<file path="src/rtl/rrwd_pkg.sv">
// Package: constants, types and the arctangent table for the wall distance pipeline
`timescale 1ns / 1ps
package rrwd_pkg;
  localparam int COORD_W = 24;
  localparam int COORD_FRAC_BITS = 12;
  localparam int ANGLE_BITS = 16;
  localparam int CORDIC_STAGES = 16;
  localparam int PHASE_W = 32;
  localparam int CW = 33;
  localparam int OFF_W = 25;
  localparam int QUO_W = 24;
  localparam int DIV_STEPS = 25;
  localparam int NUM_W = OFF_W + 30;
  localparam logic [QUO_W-1:0] DIST_MAX = {QUO_W{1'b1}};
  localparam logic signed [CW-1:0] ONE_Q30 = 33'sd1073741824;
  localparam logic signed [CW-1:0] GAIN_Q30 = 33'sd652032874;
  localparam int CFG_AW = 4;
  localparam logic [CFG_AW-1:0] REG_X_MIN = 4'h0;
  localparam logic [CFG_AW-1:0] REG_X_MAX = 4'h4;
  localparam logic [CFG_AW-1:0] REG_Y_MIN = 4'h8;
  localparam logic [CFG_AW-1:0] REG_Y_MAX = 4'hC;

  function automatic logic signed [PHASE_W:0] atan_val(input int i);
    logic signed [PHASE_W:0] r;
    case (i)
      0: r = 33'sd536870912;   1: r = 33'sd316933406;  2: r = 33'sd167458907;
      3: r = 33'sd85004756;    4: r = 33'sd42667331;   5: r = 33'sd21354465;
      6: r = 33'sd10679838;    7: r = 33'sd5340245;    8: r = 33'sd2670163;
      9: r = 33'sd1335087;     10: r = 33'sd667544;    11: r = 33'sd333772;
      12: r = 33'sd166886;     13: r = 33'sd83443;     14: r = 33'sd41722;
      15: r = 33'sd20861;      16: r = 33'sd10430;     17: r = 33'sd5215;
      18: r = 33'sd2608;       19: r = 33'sd1304;      20: r = 33'sd652;
      21: r = 33'sd326;        22: r = 33'sd163;       23: r = 33'sd81;
      default: r = '0;
    endcase
    return r;
  endfunction

  typedef struct packed {
    logic signed [COORD_W-1:0] px;
    logic signed [COORD_W-1:0] py;
    logic [1:0]                quad;
    logic                      exact;
  } ctx_t;

  typedef struct packed {
    logic             hit;
    logic             neg_rem;
    logic [NUM_W-1:0] rem;
    logic [NUM_W-1:0] num;
    logic [CW-1:0]    den;
    logic [QUO_W:0]   quo;
  } div_t;
endpackage

</file>
<file path="src/rtl/rrwd_div_cell.sv">
// One restoring division cell: one quotient bit for each axis per cycle while en is high
`timescale 1ns / 1ps
module rrwd_div_cell (
  input  logic           clk,
  input  logic           en,
  input  rrwd_pkg::div_t dx_i,
  input  rrwd_pkg::div_t dy_i,
  output rrwd_pkg::div_t dx_o,
  output rrwd_pkg::div_t dy_o
);
  import rrwd_pkg::*;
  div_t dx_r, dy_r;

  function automatic div_t step(input div_t d);
    div_t r;
    logic [NUM_W:0] sh;
    logic [NUM_W:0] df;
    r = d;
    sh = {d.rem, d.num[NUM_W-1]};
    df = sh - {{(NUM_W+1-CW){1'b0}}, d.den};
    r.num = {d.num[NUM_W-2:0], 1'b0};
    if (!df[NUM_W]) begin
      r.rem = df[NUM_W-1:0];
      r.quo = {d.quo[QUO_W-1:0], 1'b1};
      if (d.quo[QUO_W]) r.quo[QUO_W] = 1'b1;
    end else begin
      r.rem = sh[NUM_W-1:0];
      r.quo = {d.quo[QUO_W-1:0], 1'b0};
      if (d.quo[QUO_W]) r.quo[QUO_W] = 1'b1;
    end
    return r;
  endfunction

  always_ff @(posedge clk) begin
    if (en) begin
      dx_r <= step(dx_i);
      dy_r <= step(dy_i);
    end
  end
  assign dx_o = dx_r;
  assign dy_o = dy_r;
endmodule

</file>
<file path="config.mk">
export PLATFORM = sky130hd
export DESIGN_NAME = rrwd_div_cell
export DESIGN_NICKNAME = d
export VERILOG_FILES = /design/src/rtl/rrwd_pkg.sv /design/src/rtl/rrwd_div_cell.sv
export SDC_FILE = /design/constraint.sdc
export NUM_CORES = 1
export LEC_CHECK = 0
export BUFFER_PORTS_ARGS = -buffer_cell sky130_fd_sc_hd__buf_4
export CAP_MARGIN = 10
export CELL_PAD_IN_SITES_DETAIL_PLACEMENT = 1
export CELL_PAD_IN_SITES_GLOBAL_PLACEMENT = 2
export CORE_AREA = 4 4 260 262
export CTS_BUF_LIST = sky130_fd_sc_hd__clkbuf_2
export CTS_CLUSTER_DIAMETER = 40
export CTS_CLUSTER_SIZE = 14
export DETAILED_ROUTE_END_ITERATION = 8
export DIE_AREA = 0 0 264 266
export MAX_ROUTING_LAYER = met4
export PLACE_DENSITY = 0.68
export SETUP_SLACK_MARGIN = 0.5
export SYNTH_ARGS = -nofsm -noshare
export SYNTH_HDL_FRONTEND = slang
export SYNTH_SLANG_ARGS = --single-unit
</file>
<file path="constraint.sdc">
create_clock -name clk -period 3.35 [get_ports clk]
set_input_delay 0.335 -clock clk [delete_from_list [all_inputs] [get_ports clk]]
set_output_delay 0.335 -clock clk [all_outputs]
set_load 0.01 [all_outputs]
</file>
==> summary by stage, run 1 <==
Status
The flow did not finish. The step where the flow halted is clock tree synthesis (4_1_cts). The first error in the log reads "[ERROR RSZ-0060] Max buffer count reached".

Synth
Synthesis inferred 338 register bits. The post-synthesis cell type with the largest combined area is edfxtp_1. The count of mapped cells out of synthesis is 1280.

The top cell type by area accounts for 63.08% of the synthesized area. In the post-synthesis netlist, the biggest area contributors are edfxtp_1, ha_1, nand2_1. Counting flops with a built-in enable in the synthesized netlist gives 338. The average instance in the mapped netlist occupies 12.57 µm².

For this run, the register share of the synthesized area comes to 63.08%. Counting flops with an async set or reset pin after synthesis yields a share of 0%. For this run, the leading register cell type out of synthesis is edfxtp_1.

In this run the cell area of the synthesized design comes to 16090 µm². During synthesis, Yosys emitted a total of 0 warnings. Synthesis instantiated 74 different standard cells from the library.

Floorplan
The initial core utilization is 24.60%. The cell row count is 94. The die is 264 µm wide. Pin placement for this block handled 682 I/O pins. The die span in y is 266 µm.

CTS
Buffers inserted during clock tree synthesis total 75. After clock tree synthesis, the repair step resized 0 gates. Counting along the longest clock path gives a buffer depth of 3. The post-CTS setup repair buffer count is 0. The CTS H-tree depth is 3. The number of hold buffers added after CTS was 610. The master cell of the clock root buffer is clkbuf_2. Clock tree synthesis found a total of 338 sinks.

Placement
The post-detailed-placement half-perimeter wirelength is 56.12 mm. During placement, the flow inserted port buffers numbering 679. Routability-driven placement finished with a final weighted congestion of 0.8754.

The cell area reported after detailed placement is 23310 µm².
==> per-stage QoR <==
stage	worst slack, ns	cells	util, %
after global placement	-0.2134	2913	35.64
after detailed placement	-0.2342	2913	35.64
after floorplan	0.1606	1281	-
==> Yosys cell counts, types with 6 or more instances <==
master,number
xor2_1,55
or3_1,11
nor4_1,19
and3_1,15
a31oi_1,12
o211ai_1,9
o21bai_1,7
nand2_1,131
nand2b_1,7
or4_1,11
nand4_1,19
a211o_1,6
o21ai_0,86
a21oi_1,66
edfxtp_1,338
and2_1,6
nor3_1,25
inv_1,79
xnor2_1,47
a21o_1,35
nor2_1,49
a211oi_1,9
or2_2,6
ha_1,66
nand3_1,21
o21a_1,11
clkbuf_1,30
o21ai_1,16
==> logic make-up after synthesis <==
kind of cell,synth area share [%]
other,0.02331
AO/OA/AOI/OAI,11.52
XOR/XNOR,5.755
multiplexers,0.2022
AND/OR/NAND/NOR,10.86
buffers and inverters,3.173
flip-flops,63.08
adder cells (fa/ha/maj),5.381
==> run 2, diff against run 1 <==
- CELL_PAD_IN_SITES_DETAIL_PLACEMENT: 1 -> not set
- CELL_PAD_IN_SITES_GLOBAL_PLACEMENT: 2 -> not set
- CORE_AREA: 4 4 260 262 -> not set
- CORE_MARGIN: not set -> 4
- CORE_UTILIZATION: not set -> 20
- CTS_BUF_LIST: sky130_fd_sc_hd__clkbuf_2 -> not set
- CTS_CLUSTER_DIAMETER: 40 -> not set
- CTS_CLUSTER_SIZE: 14 -> not set
- DIE_AREA: 0 0 264 266 -> not set
- MAX_ROUTING_LAYER: met4 -> not set
- PLACE_DENSITY: 0.68 -> not set
- PLACE_DENSITY_LB_ADDON: not set -> 0.15
- SETUP_SLACK_MARGIN: 0.5 -> not set
- clock period: 3.35 -> 4.35 ns (I/O delays scaled with it)
==> summary by stage, run 2 <==
Synth
The complex-gate fraction of the synthesized area is 11.52% (unchanged). edfxtp_1 takes more of the synthesized area than any other cell. The synthesis warning total is 0 (unchanged). The arithmetic-cell share of the synthesized area counting full adders, half adders and majority gates was 5.381% (unchanged). The netlist area before placement is 16090 µm² (unchanged). Sorting the synthesized cells by how often they occur yields edfxtp_1, nand2_1, o21ai_0. The proportion of synthesized area in mux cells is 0.2022% (unchanged). The post-synthesis register bit count is 338 (unchanged). The share of async-settable or async-resettable flops after synthesis is 0% (unchanged). In the synthesized netlist the dominant register cell turns out to be edfxtp_1. The fraction of the mapped netlist area in simple logic gates is 10.86% (unchanged). The xor-xnor portion of the synthesized cell area came to 5.755% (unchanged). The most common cell in the synthesized netlist is edfxtp_1.

The count of mapped cells out of synthesis came to 1280 (unchanged). By area, the combinational part of the netlist is dominated by compound AO/OA/AOI/OAI gates. The average cell area after synthesis is 12.57 µm² (unchanged). The number of flops mapped to enable cells by yosys is 338 (unchanged). By area the synthesized netlist is led by edfxtp_1, ha_1, nand2_1. The count of unique library cells instantiated by Yosys is 74 (unchanged). The share of the yosys chip area belonging to registers came to 63.08% (unchanged).

The top-area cell type share of the netlist area is 63.08% (unchanged).

Routing
After detailed routing, the number of remaining DRC violations is 0. The pre-antenna-repair detailed-routing pass consisted of 5 iterations. The vias after detailed routing is 13660.

The via density per instance is 4.216. The detail route stage leaves a number of antenna-violating nets equal to 0. The starting DRC count in detailed routing is 819. After detailed routing, the total wire length is 64.46 mm.

The average routed wire per standard cell is 19.90 µm.

STA
The final number of max-transition violations came to 0. Hold is met by 0.05436 ns. Of the available clock period, the critical path in the final layout requires 94.12%. The maximum clock rate is 244.2 MHz.

Setup repair after global routing left no endpoint under its margin. The number of hold-slack violations in the final timing report is 0. The worst path meets setup with 0.2556 ns of slack. For the pin with the worst max-slew slack, the measured transition is 1.065 ns.

Adding up every negative setup slack in the final design gives 0 ns. The minimum clock period after layout is 4.094 ns. The total setup violations reported at the end of the flow is 0.

The max-slew headroom at the worst pin is 28.45%.

Layout
The fraction of layout cells with a size suffix above 1 is 35.42%. The post-synthesis to final-layout area growth is 58.85%. The post-route non-filler standard cell count is 3239. The number of nets in the layout is 2562. The library cells used most frequently in the layout, excluding fill and tap cells, are buf_4, edfxtp_1, dlygate4sd3_1. The most common cell after layout, fill and taps aside is buf_4.

Global route
The pin count of the biggest net entering global routing is 98. The number of global-route vias before repair is 14360. In the global route stage, overall resource usage came out at 14.35%. After global routing the overflow that remains totals 0.

The number of antenna violations at the first check in global routing came to 6. The first global-routing pass estimated 93.65 mm of wire.

CTS
The master cell of the clock root buffer is clkbuf_16. The clock sink total was 338 (unchanged). The post-CTS setup repair buffer count is 0 (unchanged). The count of hold buffers inserted by post-cts repair is 171 (-72%). The number of buffers inserted during clock tree synthesis was 43 (-43%). The TritonCTS clock tree is yes. The post-cts resize count is 0 (unchanged). The number of buffers on the longest clock path came to 3 (unchanged). The CTS H-tree depth is 2 (-1).

The register clock-pin slew on the reported worst setup and hold paths is 0.06 ns.

Setup path
The largest fanout on the critical path is 14. The critical path runs through a total of 13 cells. The arrival time reported for the critical path endpoint is 4.41 ns. Data on the critical path is required at its endpoint by 4.67 ns. Together, buffers and inverters on the worst path number 4.

The kind of start point of the critical path is a primary input. The category of cells accounting for the largest share of critical-path delay is compound AO/OA/AOI/OAI gates. The critical path is of the primary input to flip-flop type. The signal on the critical path passes through dlygate4sd3_1 -> buf_4 -> inv_1 -> ha_1 -> and2_0 -> a21o_1 -> nor4_1 -> o21ai_0 -> o21ai_0 -> o21ai_1 -> xnor2_4 -> inv_2 -> mux2_2. Among the stages of the critical path, the cell type that occurs most often is o21ai_0.

The type of destination of the critical path is a flip-flop. The largest single stage delay on the critical path is 0.57 ns. The end point of the critical path is dy_o[125]. The cell with the largest stage delay on the worst path is dlygate4sd3_1. The timing startpoint of the critical path is dy_i[44].

Flow run
The max capacitance violation total is 0.

Floorplan
The area inside the core boundary is 79390 µm². The cell row count is 103 (+9.6%). The initial core utilization is 20.27% (-4.3 points). The die covers 85050 µm². The number of I/O pins is 682 (unchanged). The die boundary width is 291.6 µm (+10%). The die span in y came to 291.6 µm (+9.6%).

Placement
The total instance count after detailed placement is 2986 (+2.5%). The worst setup slack before clock tree synthesis is 0.3156 ns (+0.5498 ns). The post-detailed-placement half-perimeter wirelength is 51.12 mm (-8.9%). The final weighted congestion in routability-driven placement is 0.8328 (-4.9%). The port buffer count is 679 (unchanged).

Status
The flow ran to the end, and the final reports show no timing, DRC or antenna violations.

Pwr
The worst vdd rail ir drop is 0.2144 mV. For this design the ratio of total power to cell area is 367.4 nW/µm². The analysis attributes to cell leakage a power of 10.72 nW.

Hold path
The class of the worst hold path is primary input to flip-flop.
## run 2: cell counts after synthesis
Identical to the previous run, type by type.
## run 2: routing by layer
| metal | global-route usage (%) | vias up | share of wire, % |
|---|---|---|---|
| met4 | 4.359 | 4 | 2.6 |
| met3 | 4.632 | 84 | 8.5 |
| met5 | 0 | - | 0.036 |
| li1 | - | 6556 | - |
| met2 | 24.04 | 518 | 48 |
| met1 | 17.65 | 6494 | 41 |
## run 2: per-stage QoR
step           utilization [%]  cell area (µm²)  power (mW)
2_1_floorplan                -            16090       4.812
3_3_place_gp             28.35            22510       5.903
3_5_place_dp             28.35            22510       5.902
4_1_cts                  32.18            25550       9.596
5_1_grt                  32.19            25560       9.872
6_report                 32.19            25560       9.391
## run 2: worst min-delay path by stage
| stage | start | depth (start not counted) | to |
|---|---|---|---|
| final | dy_i[102] | 1 | dy_o[103] |
| after detailed placement | dy_i[64] | 1 | dy_o[65] |
| after CTS | dy_i[102] | 1 | dy_o[103] |
| after global routing | dy_i[102] | 1 | dy_o[103] |
| after floorplan | dx_i[99] | 0 | dx_o[100] |
| after global placement | dx_i[61] | 1 | dx_o[62] |
## run 2: cells by family after synthesis
family	Yosys count
buffers and inverters	122
DFF	338
other	1
and+or+nand+nor	348
muxes	3
AOI/OAI and AO/OA	296
adders and majority gates	68
xor gates and xnor gates	104
## run 2: area by class of cell
type	instances	area (µm²)
fillers	8175	53830
flip-flops and latches	338	10150
repair buffers	867	6994
multi-input cells	821	5455
well taps	1050	1314
clock buffers	54	1117
inverters	81	304.0
clock inverters	24	214.0
diodes	4	10.01
## run 2: power by group
part,internal (mW),switching (mW)
Combinational,0.935,0.998
Sequential,3.93,0.0885
Clock,1.96,1.48
Total,6.82,2.57
Power figures use the tool's default switching activity.
