<file path="src/rtl/rrwd_pkg.sv">
// Package: constants, types and the arctangent table for the wall distance pipeline
`timescale 1ns / 1ps
package rrwd_pkg;
  localparam int COORD_W = 24;
  localparam int COORD_FRAC_BITS = 12;
  localparam int ANGLE_BITS = 16;
  localparam int CORDIC_STAGES = 16;
  localparam int PHASE_W = 32;
  localparam int CW = 33;
  localparam int OFF_W = 25;
  localparam int QUO_W = 24;
  localparam int DIV_STEPS = 25;
  localparam int NUM_W = OFF_W + 30;
  localparam logic [QUO_W-1:0] DIST_MAX = {QUO_W{1'b1}};
  localparam logic signed [CW-1:0] ONE_Q30 = 33'sd1073741824;
  localparam logic signed [CW-1:0] GAIN_Q30 = 33'sd652032874;
  localparam int CFG_AW = 4;
  localparam logic [CFG_AW-1:0] REG_X_MIN = 4'h0;
  localparam logic [CFG_AW-1:0] REG_X_MAX = 4'h4;
  localparam logic [CFG_AW-1:0] REG_Y_MIN = 4'h8;
  localparam logic [CFG_AW-1:0] REG_Y_MAX = 4'hC;

  function automatic logic signed [PHASE_W:0] atan_val(input int i);
    logic signed [PHASE_W:0] r;
    case (i)
      0: r = 33'sd536870912;   1: r = 33'sd316933406;  2: r = 33'sd167458907;
      3: r = 33'sd85004756;    4: r = 33'sd42667331;   5: r = 33'sd21354465;
      6: r = 33'sd10679838;    7: r = 33'sd5340245;    8: r = 33'sd2670163;
      9: r = 33'sd1335087;     10: r = 33'sd667544;    11: r = 33'sd333772;
      12: r = 33'sd166886;     13: r = 33'sd83443;     14: r = 33'sd41722;
      15: r = 33'sd20861;      16: r = 33'sd10430;     17: r = 33'sd5215;
      18: r = 33'sd2608;       19: r = 33'sd1304;      20: r = 33'sd652;
      21: r = 33'sd326;        22: r = 33'sd163;       23: r = 33'sd81;
      default: r = '0;
    endcase
    return r;
  endfunction

  typedef struct packed {
    logic signed [COORD_W-1:0] px;
    logic signed [COORD_W-1:0] py;
    logic [1:0]                quad;
    logic                      exact;
  } ctx_t;

  typedef struct packed {
    logic             hit;
    logic             neg_rem;
    logic [NUM_W-1:0] rem;
    logic [NUM_W-1:0] num;
    logic [CW-1:0]    den;
    logic [QUO_W:0]   quo;
  } div_t;
endpackage

</file>
<file path="src/rtl/rrwd_cordic_cell.sv">
// One CORDIC rotation cell of the heading pipeline
`timescale 1ns / 1ps
module rrwd_cordic_cell #(
  parameter int STAGE = 0
) (
  input  logic                            clk,
  input  logic                            en,
  input  logic signed [rrwd_pkg::CW-1:0]  c_i,
  input  logic signed [rrwd_pkg::CW-1:0]  s_i,
  input  logic signed [rrwd_pkg::PHASE_W:0] z_i,
  input  rrwd_pkg::ctx_t                  ctx_i,
  output logic signed [rrwd_pkg::CW-1:0]  c_o,
  output logic signed [rrwd_pkg::CW-1:0]  s_o,
  output logic signed [rrwd_pkg::PHASE_W:0] z_o,
  output rrwd_pkg::ctx_t                  ctx_o
);
  import rrwd_pkg::*;
  logic signed [CW-1:0] c_r, s_r;
  logic signed [PHASE_W:0] z_r;
  ctx_t ctx_r;
  always_ff @(posedge clk) begin
    if (en) begin
      if (z_i >= 0) begin
        c_r <= c_i - (s_i >>> STAGE);
        s_r <= s_i + (c_i >>> STAGE);
        z_r <= z_i - atan_val(STAGE);
      end else begin
        c_r <= c_i + (s_i >>> STAGE);
        s_r <= s_i - (c_i >>> STAGE);
        z_r <= z_i + atan_val(STAGE);
      end
      ctx_r <= ctx_i;
    end
  end
  assign c_o = c_r;
  assign s_o = s_r;
  assign z_o = z_r;
  assign ctx_o = ctx_r;
endmodule

</file>
<file path="config.mk">
export PLATFORM = sky130hd
export DESIGN_NAME = rrwd_cordic_cell
export DESIGN_NICKNAME = d
export VERILOG_FILES = /design/src/rtl/rrwd_pkg.sv /design/src/rtl/rrwd_cordic_cell.sv
export SDC_FILE = /design/constraint.sdc
export NUM_CORES = 1
export LEC_CHECK = 0
export BUFFER_PORTS_ARGS = -buffer_cell sky130_fd_sc_hd__buf_2
export CORE_UTILIZATION = 55
export DETAILED_ROUTE_END_ITERATION = 8
export PLACE_DENSITY = 0.84
export SYNTH_ARGS = -nofsm -noshare
export SYNTH_HDL_FRONTEND = slang
export SYNTH_SLANG_ARGS = --single-unit
</file>
<file path="constraint.sdc">
create_clock -name clk -period 6 [get_ports clk]
set_input_delay 1.8 -clock clk [delete_from_list [all_inputs] [get_ports clk]]
set_output_delay 1.8 -clock clk [all_outputs]
set_load 0.02 [all_outputs]
</file>
# Yosys cells after proc, flatten, opt, wreduce, memory -nomap -nowiden
# Cells that the tools add are included.
totals:
  reg_bits: 150
  in_bits: 152
  output_inout_bits: 150
op_classes:
  addsub: 5
  magnitude_cmp: 1
  mux: 3
op_table:
  columns: ["operator", "n"]
  rows:
  - ["2-to-1 mux 33 bit", 3]
  - ["subtractor 33 bit", 2]
  - ["adder 33 x 31 -> 33 bit, second input constant", 1]
  - ["adder 33 bit", 1]
  - ["greater-or-equal comparator 33 x 1 -> 1 bit, second input constant", 1]
  - ["subtractor 33 x 31 -> 33 bit, second input constant", 1]

# Longest topological paths before layout
# Gate-level depths: netlist of run 1.
depth:
  ltp_word: 2
  ltp_mapped: 12
  depth_no_buf: 12

# Worst setup path after synthesis of run 1
# Ideal clock, no wire load.
synth_timing:
  kind: "input to register"
  start: "in c_i[11] (netlist bit)"
  end: "reg c_r[30] (netlist: c_o[30]), data pin"
  arrival_ns: 4.382
  setup_time_ns: 0.260
  setup_slack_ns: 1.359
  t_required_ns: 5.740
  cell_stages: 11
  cell_sequence: "inv_1 ha_1 or4_4 or3_1 a2111oi_2 nor3_1 o211ai_2 a21oi_2 o311a_1 o22ai_2 xnor2_1"
synth_between:
  elab_chain_len: 2
synth_rtl:
  columns: ["element", "line", "rtl"]
  rows:
  - ["start: declaration", "rrwd_cordic_cell.sv:8", "input logic signed [rrwd_pkg::CW-1:0] c_i,"]
  - ["adder 33 bit or subtractor 33 bit (tied branches)", "rrwd_cordic_cell.sv:28, rrwd_cordic_cell.sv:24", null]
  - ["2-to-1 mux 33 bit (*)", "rrwd_cordic_cell.sv:23", "if (z_i >= 0) begin"]
  - ["end signal: assignment", "rrwd_cordic_cell.sv:24", "c_r <= c_i - (s_i >>> STAGE);"]
  - ["end signal: assignment", "rrwd_cordic_cell.sv:28", "c_r <= c_i + (s_i >>> STAGE);"]
  - ["end: declaration", "rrwd_cordic_cell.sv:18", "logic signed [CW-1:0] c_r, s_r;"]
# Mark *: on every way between the ends. The rest lies on a longest branch, timed or not.
# A chain may end at the register's enable or synchronous reset.

# Worst setup path in the final report of run 1
layout_timing:
  start: "in c_i[0] (netlist bit)"
  end: "reg s_r[30] (netlist: s_o[30]), data pin"
layout_between:
  elab_chain_len: 2
layout_rtl:
  columns: ["element", "line", "rtl"]
  rows:
  - ["subtractor 33 bit or adder 33 bit (tied branches)", "rrwd_cordic_cell.sv:29, rrwd_cordic_cell.sv:25", null]
  - ["2-to-1 mux 33 bit (*)", "rrwd_cordic_cell.sv:23", null]
  - ["end signal: assignment", "rrwd_cordic_cell.sv:25", "s_r <= s_i + (c_i >>> STAGE);"]
  - ["end signal: assignment", "rrwd_cordic_cell.sv:29", "s_r <= s_i - (c_i >>> STAGE);"]
  - ["end: declaration", "rrwd_cordic_cell.sv:18", null]
# Marks and branches as above.

==> metrics.md, run 1 <==
| Metric | Value |
|---|---|
| Area share of and/or/nand/nor cells after synthesis | 9.90% |
| Syn. warnings | 0 |
| Worst hold stages | 1 |
| Vias in the first global route | 8270 |
| Synth top area share | 44.2% |
| Total track usage | 31.0% |
| Post-synthesis mux area share | 1.68% |
| Most frequent cell after synthesis | edfxtp_1 |
| Setup crit start | c_i[0] |
| Post-CTS Hold Buffers | 0 |
| # port buffers | 301 |
| Slowest CP cell | nor3_1 |
| Final cycle utilization of the critical path | 81.8% |
| Yosys reg bits | 149 |
| Vias | 9294 |
| CP Capture Type | register |
| Slew headroom | 38.4% |
| Post-Syn Area | 10100 sq um |
| H-tree depth | 4 |
| Initial antenna violation count | 2 |
| Filler Cell Count | 1422 |
| Die Ht | 138 microns |
| Cell taking the most area after synthesis | edfxtp_1 |
| Most used DFF post-synth | edfxtp_1 |
| Top Ports | 302 |
| Starting DRT DRC Count | 1187 |
| Crit-path max FO | 5 |
| Hold crit path type | primary input to register |
| First-pass DRT Iterations | 5 |
| Core area | 18000 sq um |
| EDFF count, synth | 149 |
| Final WL | 30.0 mm |
| CP Buf/Inv Count | 1 |
| Initial core utilization | 56.3% |
| Cell Count, Final, Fillers Out | 1538 |
| Worst Setup EP | s_o[30] |
| Root Driver | clkbuf_16 |
| Status | finished clean |
| GPL Wtd Cong | 0.991 |
| Crit-path cells | buf_2 -> ha_1 -> fa_1 -> nor2b_1 -> o21ai_0 -> a2111oi_2 -> nor3_1 -> o211ai_2 -> a21oi_2 -> nor4_1 -> nor3_1 -> xnor2_1 |
| Placed cells | 1506 |
| DIE AREA | 18900 sq um |
| Post-CTS Resized | 0 |
| Critical Path AT | 5.08 ns |
| Area grow syn2layout | 22.5% |
| Worst path required time | 6.17 ns |
| Leak | 5.56 nW |
| Post-synth cell types | 63 |
| Row count | 49 |
| Critical path class | primary input to register |
| Mapped Avg Cell Area | 10.0 sq um |
| Ys async rst share | 0% |
| Crit-path max cell delay | 0.59 ns |
| Syn_nets | 1269 |
| Minimum clock period | 4.91 ns |
| Slew of the pin with the lowest slew margin | 0.924 ns |
| Synth top cells by count | 149 x edfxtp_1, 106 x inv_1, 104 x a21oi_1, 103 x ha_1, 78 x nor2_1 |
| Chip Width | 138 microns |
| CTS Sinks | 149 |
| Syn Inst Count | 1010 |
| CTS Buf Count | 17 |
| GRT Residual Overflow | 0 |
| RSZ-0062 raised after global routing | false |
| Endpoints failing setup | 0 |
| Final Hold Viols | 0 |
| WL/cell | 19.5 microns |
| Deepest clock path buffer count | 2 |
| Final #Nets | 1555 |
| Clock Pin Slew Worst Setup and Hold Paths | 0.07 ns |
| Detail Route Antenna Nets | 0 |
| Crit path max-delay family | compound AO/OA/AOI/OAI gates |
| Compound-Gate Fraction of Synth Area | 19.5% |
| CP Launch Type | primary input |
| CTS tree | done |
| Post-synthesis sequential area ratio | 44.2% |
| Final slew viol count | 0 |
| DRC Markers | 0 |
| Stages on worst setup path | 12 |
| Dpl hpwl | 23.6 mm |
| Power per Cell Area | 274 nW/um^2 |
| Post-CTS Setup Bufs | 0 |
| Global-route wire length before repair | 44.2 mm |
| Peak VDD IR | 0.000235 V |
| DR vias/cell | 6.04 |
| Peak Freq | 204 MHz |
| Maxcap violations | 0 |
| Share of post-route cells with drive strength above 1 | 26.7% |
| Xor/xnor share of the synthesized area | 5.46% |
| Synth Area in Adders | 13.5% |
| Synth area leaders | edfxtp_1 44%, ha_1 13%, a21oi_1 5.1%, xnor2_1 4.8%, inv_1 3.9% |
| N_diodes | 0 |
| Largest family of logic cells by synthesized area | compound AO/OA/AOI/OAI gates |
| Setup TNS | 0 ns |
| Largest net degree at the start of global routing | 83 |
| Most used cell, CP | nor3_1 |
per-layer routing:
| metal | up-vias | wire length, microns | share of wire [%] | GRT usage [%] |
|---|---|---|---|---|
| met3 | 71 | 3400 | 11 | 6.36 |
| met5 | - | 10 | 0.033 | 0 |
| met2 | 655 | 13700 | 46 | 48.7 |
| met1 | 4332 | 12000 | 40 | 42.5 |
| met4 | 2 | 804 | 2.7 | 10.6 |
| li1 | 4234 | - | - | - |
cells in the final DEF, fill, tap and decap left out, types with 6 or more instances in the layout:
cell type and instances:
inv_1 106, o31ai_1 11, ha_1 103, mux2i_1 17, clkbuf_16 17, nand4_1 14, o21ai_0 65, xnor2_1 55
buf_2 300, nor4_1 9, nand3_1 15, buf_4 8, a221oi_1 7, o21a_1 6, a21oi_1 104, nor2_1 78
nand2_1 36, a21o_1 15, edfxtp_1 149, nor2b_1 12, nor3_1 17, a211oi_1 14, nand2b_1 13, o21bai_1 22
o211ai_1 7, xor2_1 8, a31oi_1 9
cells by family (layout without fill, tap and decap cells):
family,count (synthesis),after routing
DFF,149,149
adders and majority gates,107,107
buffers and inverters,153,452
xor gates and xnor gates,63,63
AOI/OAI and AO/OA,311,311
and+or+nand+nor,210,210
muxes,17,17
flip-flops by register name, indices dropped and copies added, names as in the netlist:
register,count
ctx_o,51
s_o,32
z_o,33
c_o,33
power by group:
part	switching, W	leakage, nW	internal (W)	total (W)
Clock	0.000452	0.285	0.000588	0.00104
Sequential	0.0000352	1.46	0.00131	0.00134
Combinational	0.000668	3.82	0.000344	0.00101
Total	0.00115	5.56	0.00224	0.00339
worst min path at each step:
| stage | startpoint | endpoint | slack, ns |
|---|---|---|---|
| 2_1_floorplan | ctx_i[0] | ctx_o[0] | 1.90 |
| 3_3_place_gp | ctx_i[10] | ctx_o[10] | 1.98 |
| 3_5_place_dp | ctx_i[25] | ctx_o[25] | 1.98 |
| 4_1_cts | ctx_i[48] | ctx_o[48] | 1.54 |
| 5_1_grt | ctx_i[48] | ctx_o[48] | 1.53 |
| 6_report | ctx_i[48] | ctx_o[48] | 1.54 |
area by class of cell:
class	instances	area (sq um)	area share (%)
inverters	111	417	3.36
repair buffers	309	1570	12.7
clock buffers	17	425	3.43
multi-input cells	708	5060	40.8
flip-flops and latches	149	4470	36.1
well taps	229	287	2.31
clock inverters	15	156	1.26
per-stage QoR:
step | worst slack (ns) | hold slack (ns) | total power [W] | area, sq um | utilization (%)
after global placement | 0.864 | 1.98 | 0.00233 | 11800 | 65.7
after floorplan | 1.36 | 1.90 | 0.00198 | 10100 | -
after CTS | 1.21 | 1.54 | 0.00339 | 12400 | 69.0
final | 1.09 | 1.54 | 0.00339 | 12400 | 69.0
after detailed placement | 0.798 | 1.98 | 0.00235 | 11800 | 65.7
after global routing | 1.01 | 1.53 | 0.00352 | 12400 | 69.0
(Power assumes the default switching activity.)
==> run 2: changes to the inputs <==
--- a/config.mk
+++ b/config.mk
@@ -5,10 +5,11 @@
 export SDC_FILE = /design/constraint.sdc
 export NUM_CORES = 1
 export LEC_CHECK = 0
+export ABC_AREA = 1
 export BUFFER_PORTS_ARGS = -buffer_cell sky130_fd_sc_hd__buf_2
 export CORE_UTILIZATION = 55
 export DETAILED_ROUTE_END_ITERATION = 8
-export PLACE_DENSITY = 0.84
+export PLACE_DENSITY = 0.82
 export SYNTH_ARGS = -nofsm -noshare
 export SYNTH_HDL_FRONTEND = slang
 export SYNTH_SLANG_ARGS = --single-unit
==> constraint.sdc (replaced) <==
create_clock -name clk -period 4.8 [get_ports clk]
set_input_delay 1.44 -clock clk [delete_from_list [all_inputs] [get_ports clk]]
set_output_delay 1.44 -clock clk [all_outputs]
set_load 0.02 [all_outputs]
==> run 2 against run 1 <==
Wire length increased by 37%. Worst hold slack got worse by 0.37 ns. First-iteration DRC count increased by 4.5%. Critical path depth increased by 1. Synthesized cell count increased by 71%. Final cell count increased by 50%. Worst setup slack improved by 0.30 ns. Sequential share of layout area decreased by 5.3 points. Sequential power increased by 23%. Clock-buffer cell count unchanged. Via count increased by 35%. Global-route usage increased by 4.7 points. Largest power group unchanged. Highest routed layer is now met4.
==> metrics.md, run 2 <==
| Metric | Value |
|---|---|
| Peak VDD IR | 0.000231 V (-1.7%) |
| CP Capture Type | register |
| GRT Residual Overflow | 0 (unchanged) |
| DRC Markers | 0 (unchanged) |
| Core area | 21900 sq um (+22%) |
| WL/cell | 17.9 microns (-8.2%) |
| Yosys reg bits | 149 (unchanged) |
| Global-route wire length before repair | 61.3 mm (+39%) |
| Most frequent cell after synthesis | nand2_1 |
| Final WL | 41.2 mm (+37%) |
| Mapped Avg Cell Area | 7.12 sq um (-29%) |
| Most frequent cells in the layout | 567 x nand2_1, 310 x inv_1, 300 x buf_2, 149 x edfxtp_1, 140 x nor2_1 |
| Post-CTS Setup Bufs | 0 (unchanged) |
| Crit-path max cell delay | 0.49 ns (-0.10 ns) |
| Largest net degree at the start of global routing | 83 (unchanged) |
| Post-synthesis mux area share | 0% (-1.7 points) |
| Deepest clock path buffer count | 2 (unchanged) |
| Filler Cell Count | 2033 (+43%) |
| Worst hold stages | 1 (unchanged) |
| First-pass DRT Iterations | 5 (unchanged) |
| Peak Freq | 294 MHz |
| Slew headroom | 46.4% (+8.0 points) |
| Most common cell after layout, fill and taps aside | nand2_1 |
| Power per Cell Area | 314 nW/um^2 (+15%) |
| Hold crit path type | primary input to register |
| H-tree depth | 4 (unchanged) |
| Crit-path max FO | 9 (+4) |
| Endpoint, Worst Hold | z_o[26] |
| Synth Area in Adders | 11.1% (-2.4 points) |
| Share of post-route cells with drive strength above 1 | 19.5% (-7.2 points) |
| Post-Syn Area | 12300 sq um (+22%) |
| Area share of and/or/nand/nor cells after synthesis | 31.0% (+21 points) |
| Xor/xnor share of the synthesized area | 1.78% (-3.7 points) |
| Total track usage | 35.7% (+4.7 points) |
| Worst path required time | 4.98 ns (-1.19 ns) |
| Critical path class | primary input to register |
| Most used DFF post-synth | edfxtp_1 |
| Post-CTS Hold Buffers | 0 (unchanged) |
| Final slew viol count | 0 (unchanged) |
| Final #Nets | 2267 (+46%) |
| Synth area leaders | edfxtp_1 36%, nand2_1 17%, ha_1 10%, inv_1 9.5%, nand3_1 5.5% |
| Post-CTS Resized | 0 (unchanged) |
| CTS Buf Count | 17 (unchanged) |
| Chip Width | 151 microns (+10%) |
| Endpoints failing setup | 0 (unchanged) |
| DR vias/cell | 5.46 (-9.6%) |
| EDFF count, synth | 149 (unchanged) |
| # port buffers | 301 (unchanged) |
| Setup crit start | c_i[10] |
| CTS tree | done |
| DIE AREA | 22900 sq um (+21%) |
| Slew of the pin with the lowest slew margin | 0.804 ns (-0.119 ns) |
| Syn Inst Count | 1727 (+71%) |
| Dpl hpwl | 33.5 mm (+42%) |
| Hold_ws | 1.17 ns (-0.371 ns) |
| Final Hold Viols | 0 (unchanged) |
| Minimum clock period | 3.41 ns |
| Crit-path cells | buf_2 -> inv_1 -> ha_1 -> nor2_1 -> nand2_1 -> nor2_1 -> nand3_1 -> nand3_2 -> nand3_1 -> nand2_1 -> nand2_1 -> nand3_1 -> nand2_1 |
| Status | finished clean |
| Compound-Gate Fraction of Synth Area | 7.65% (-12 points) |
| Setup TNS | 0 ns (unchanged) |
| Top Ports | 302 (unchanged) |
| Vias in the first global route | 11700 (+41%) |
| Root Driver | clkbuf_16 |
| Area grow syn2layout | 18.3% |
| Largest family of logic cells by synthesized area | simple AND/OR/NAND/NOR gates |
| Critical Path AT | 3.59 ns (-1.49 ns) |
| Syn_nets | 1986 (+57%) |
| Most used cell, CP | nand2_1 |
| Vias | 12600 (+35%) |
| Syn. warnings | 0 (unchanged) |
| Initial core utilization | 56.1% (-0.15 points) |
| Leak | 7.81 nW (+40%) |
| Slowest CP cell | ha_1 |
| Final cycle utilization of the critical path | 71.0% |
| CTS Sinks | 149 (unchanged) |
| Max reg flops | 51 (unchanged) |
| Post-synthesis sequential area ratio | 36.4% (-7.8 points) |
| Synth top area share | 36.4% (-7.8 points) |
| Row count | 54 (+10%) |
| Worst hold path startpoint | z_i[26] |
| GPL Wtd Cong | 1.05 (+6.3%) |
| CP Launch Type | primary input |
| Ys async rst share | 0% (unchanged) |
| Die Ht | 151 microns (+10%) |
| Cell taking the most area after synthesis | edfxtp_1 |
| FF/Latch Area | 4470 sq um (unchanged) |
| Synth top cells by count | 567 x nand2_1, 311 x inv_1, 149 x edfxtp_1, 140 x nor2_1, 136 x nand3_1 |
| Starting DRT DRC Count | 1240 (+4.5%) |
| Maxcap violations | 0 (unchanged) |
| Detail Route Antenna Nets | 0 (unchanged) |
| Post-synth cell types | 35 (-44%) |
| Initial antenna violation count | 1 (-1) |
| Clock Pin Slew Worst Setup and Hold Paths | 0.07 ns (about the same) |
| Multi-input gate area | 6330 sq um (+25%) |
| RSZ-0062 raised after global routing | false |
==> run 2: how the worst max path moves through the flow <==
stage	endpoint	slack (ns)	cells past startpoint
floorplan	s_o[32]	1.67	13
global placement	c_o[19]	0.98	13
detailed placement	c_o[15]	1.02	10
CTS	c_o[24]	1.46	14
global route	c_o[24]	1.23	14
finish	c_o[19]	1.39	13
==> run 2: cell type report <==
type	instances	share of cell area, %
tap	280	2.41
sequential	149	30.8
inverter	319	8.24
antenna	1	0.0172
timing repair buffer	305	10.7
clock buffer	17	2.93
multi-input combinational	1216	43.5
clock inverter	15	1.39
==> run 2: cells by family after synthesis <==
kind of cell / after synthesis
compound gates: 171
buf+inv: 362
fa+ha+maj: 107
flops: 149
simple gates: 913
xor+xnor: 25
==> run 2: power breakdown <==
group          internal [W]  switching, W
clock network      0.000844      0.000635
registers           0.00161     0.0000406
logic              0.000431       0.00101
total               0.00288       0.00169
==> run 2: critical path: cells and delay by family <==
family	cells	cell delay [ns]
simple gates	10	1.50
fa+ha+maj	1	0.49
buf+inv	2	0.14
==> run 2: metal layers <==
metal	GRT usage, %	wire length (microns)	up-vias
met2	57.3	18600	695
met4	12.0	1190	0
li1	-	-	5981
met5	0	0	-
met3	6.05	4120	86
met1	48.6	17300	5818
==> run 2: per-stage QoR <==
stage | util (%) | power, W | instance area (sq um) | worst slack [ns] | instances
CTS | 66.4 | 0.00454 | 14500 | 1.46 | 2301
floorplan | - | 0.00258 | 12300 | 1.67 | 1727
global placement | 63.5 | 0.00305 | 13900 | 0.984 | 2269
detailed placement | 63.5 | 0.00308 | 13900 | 1.02 | 2269
global route | 66.4 | 0.00477 | 14500 | 1.23 | 2302
finish | 66.4 | 0.00457 | 14500 | 1.39 | 2302
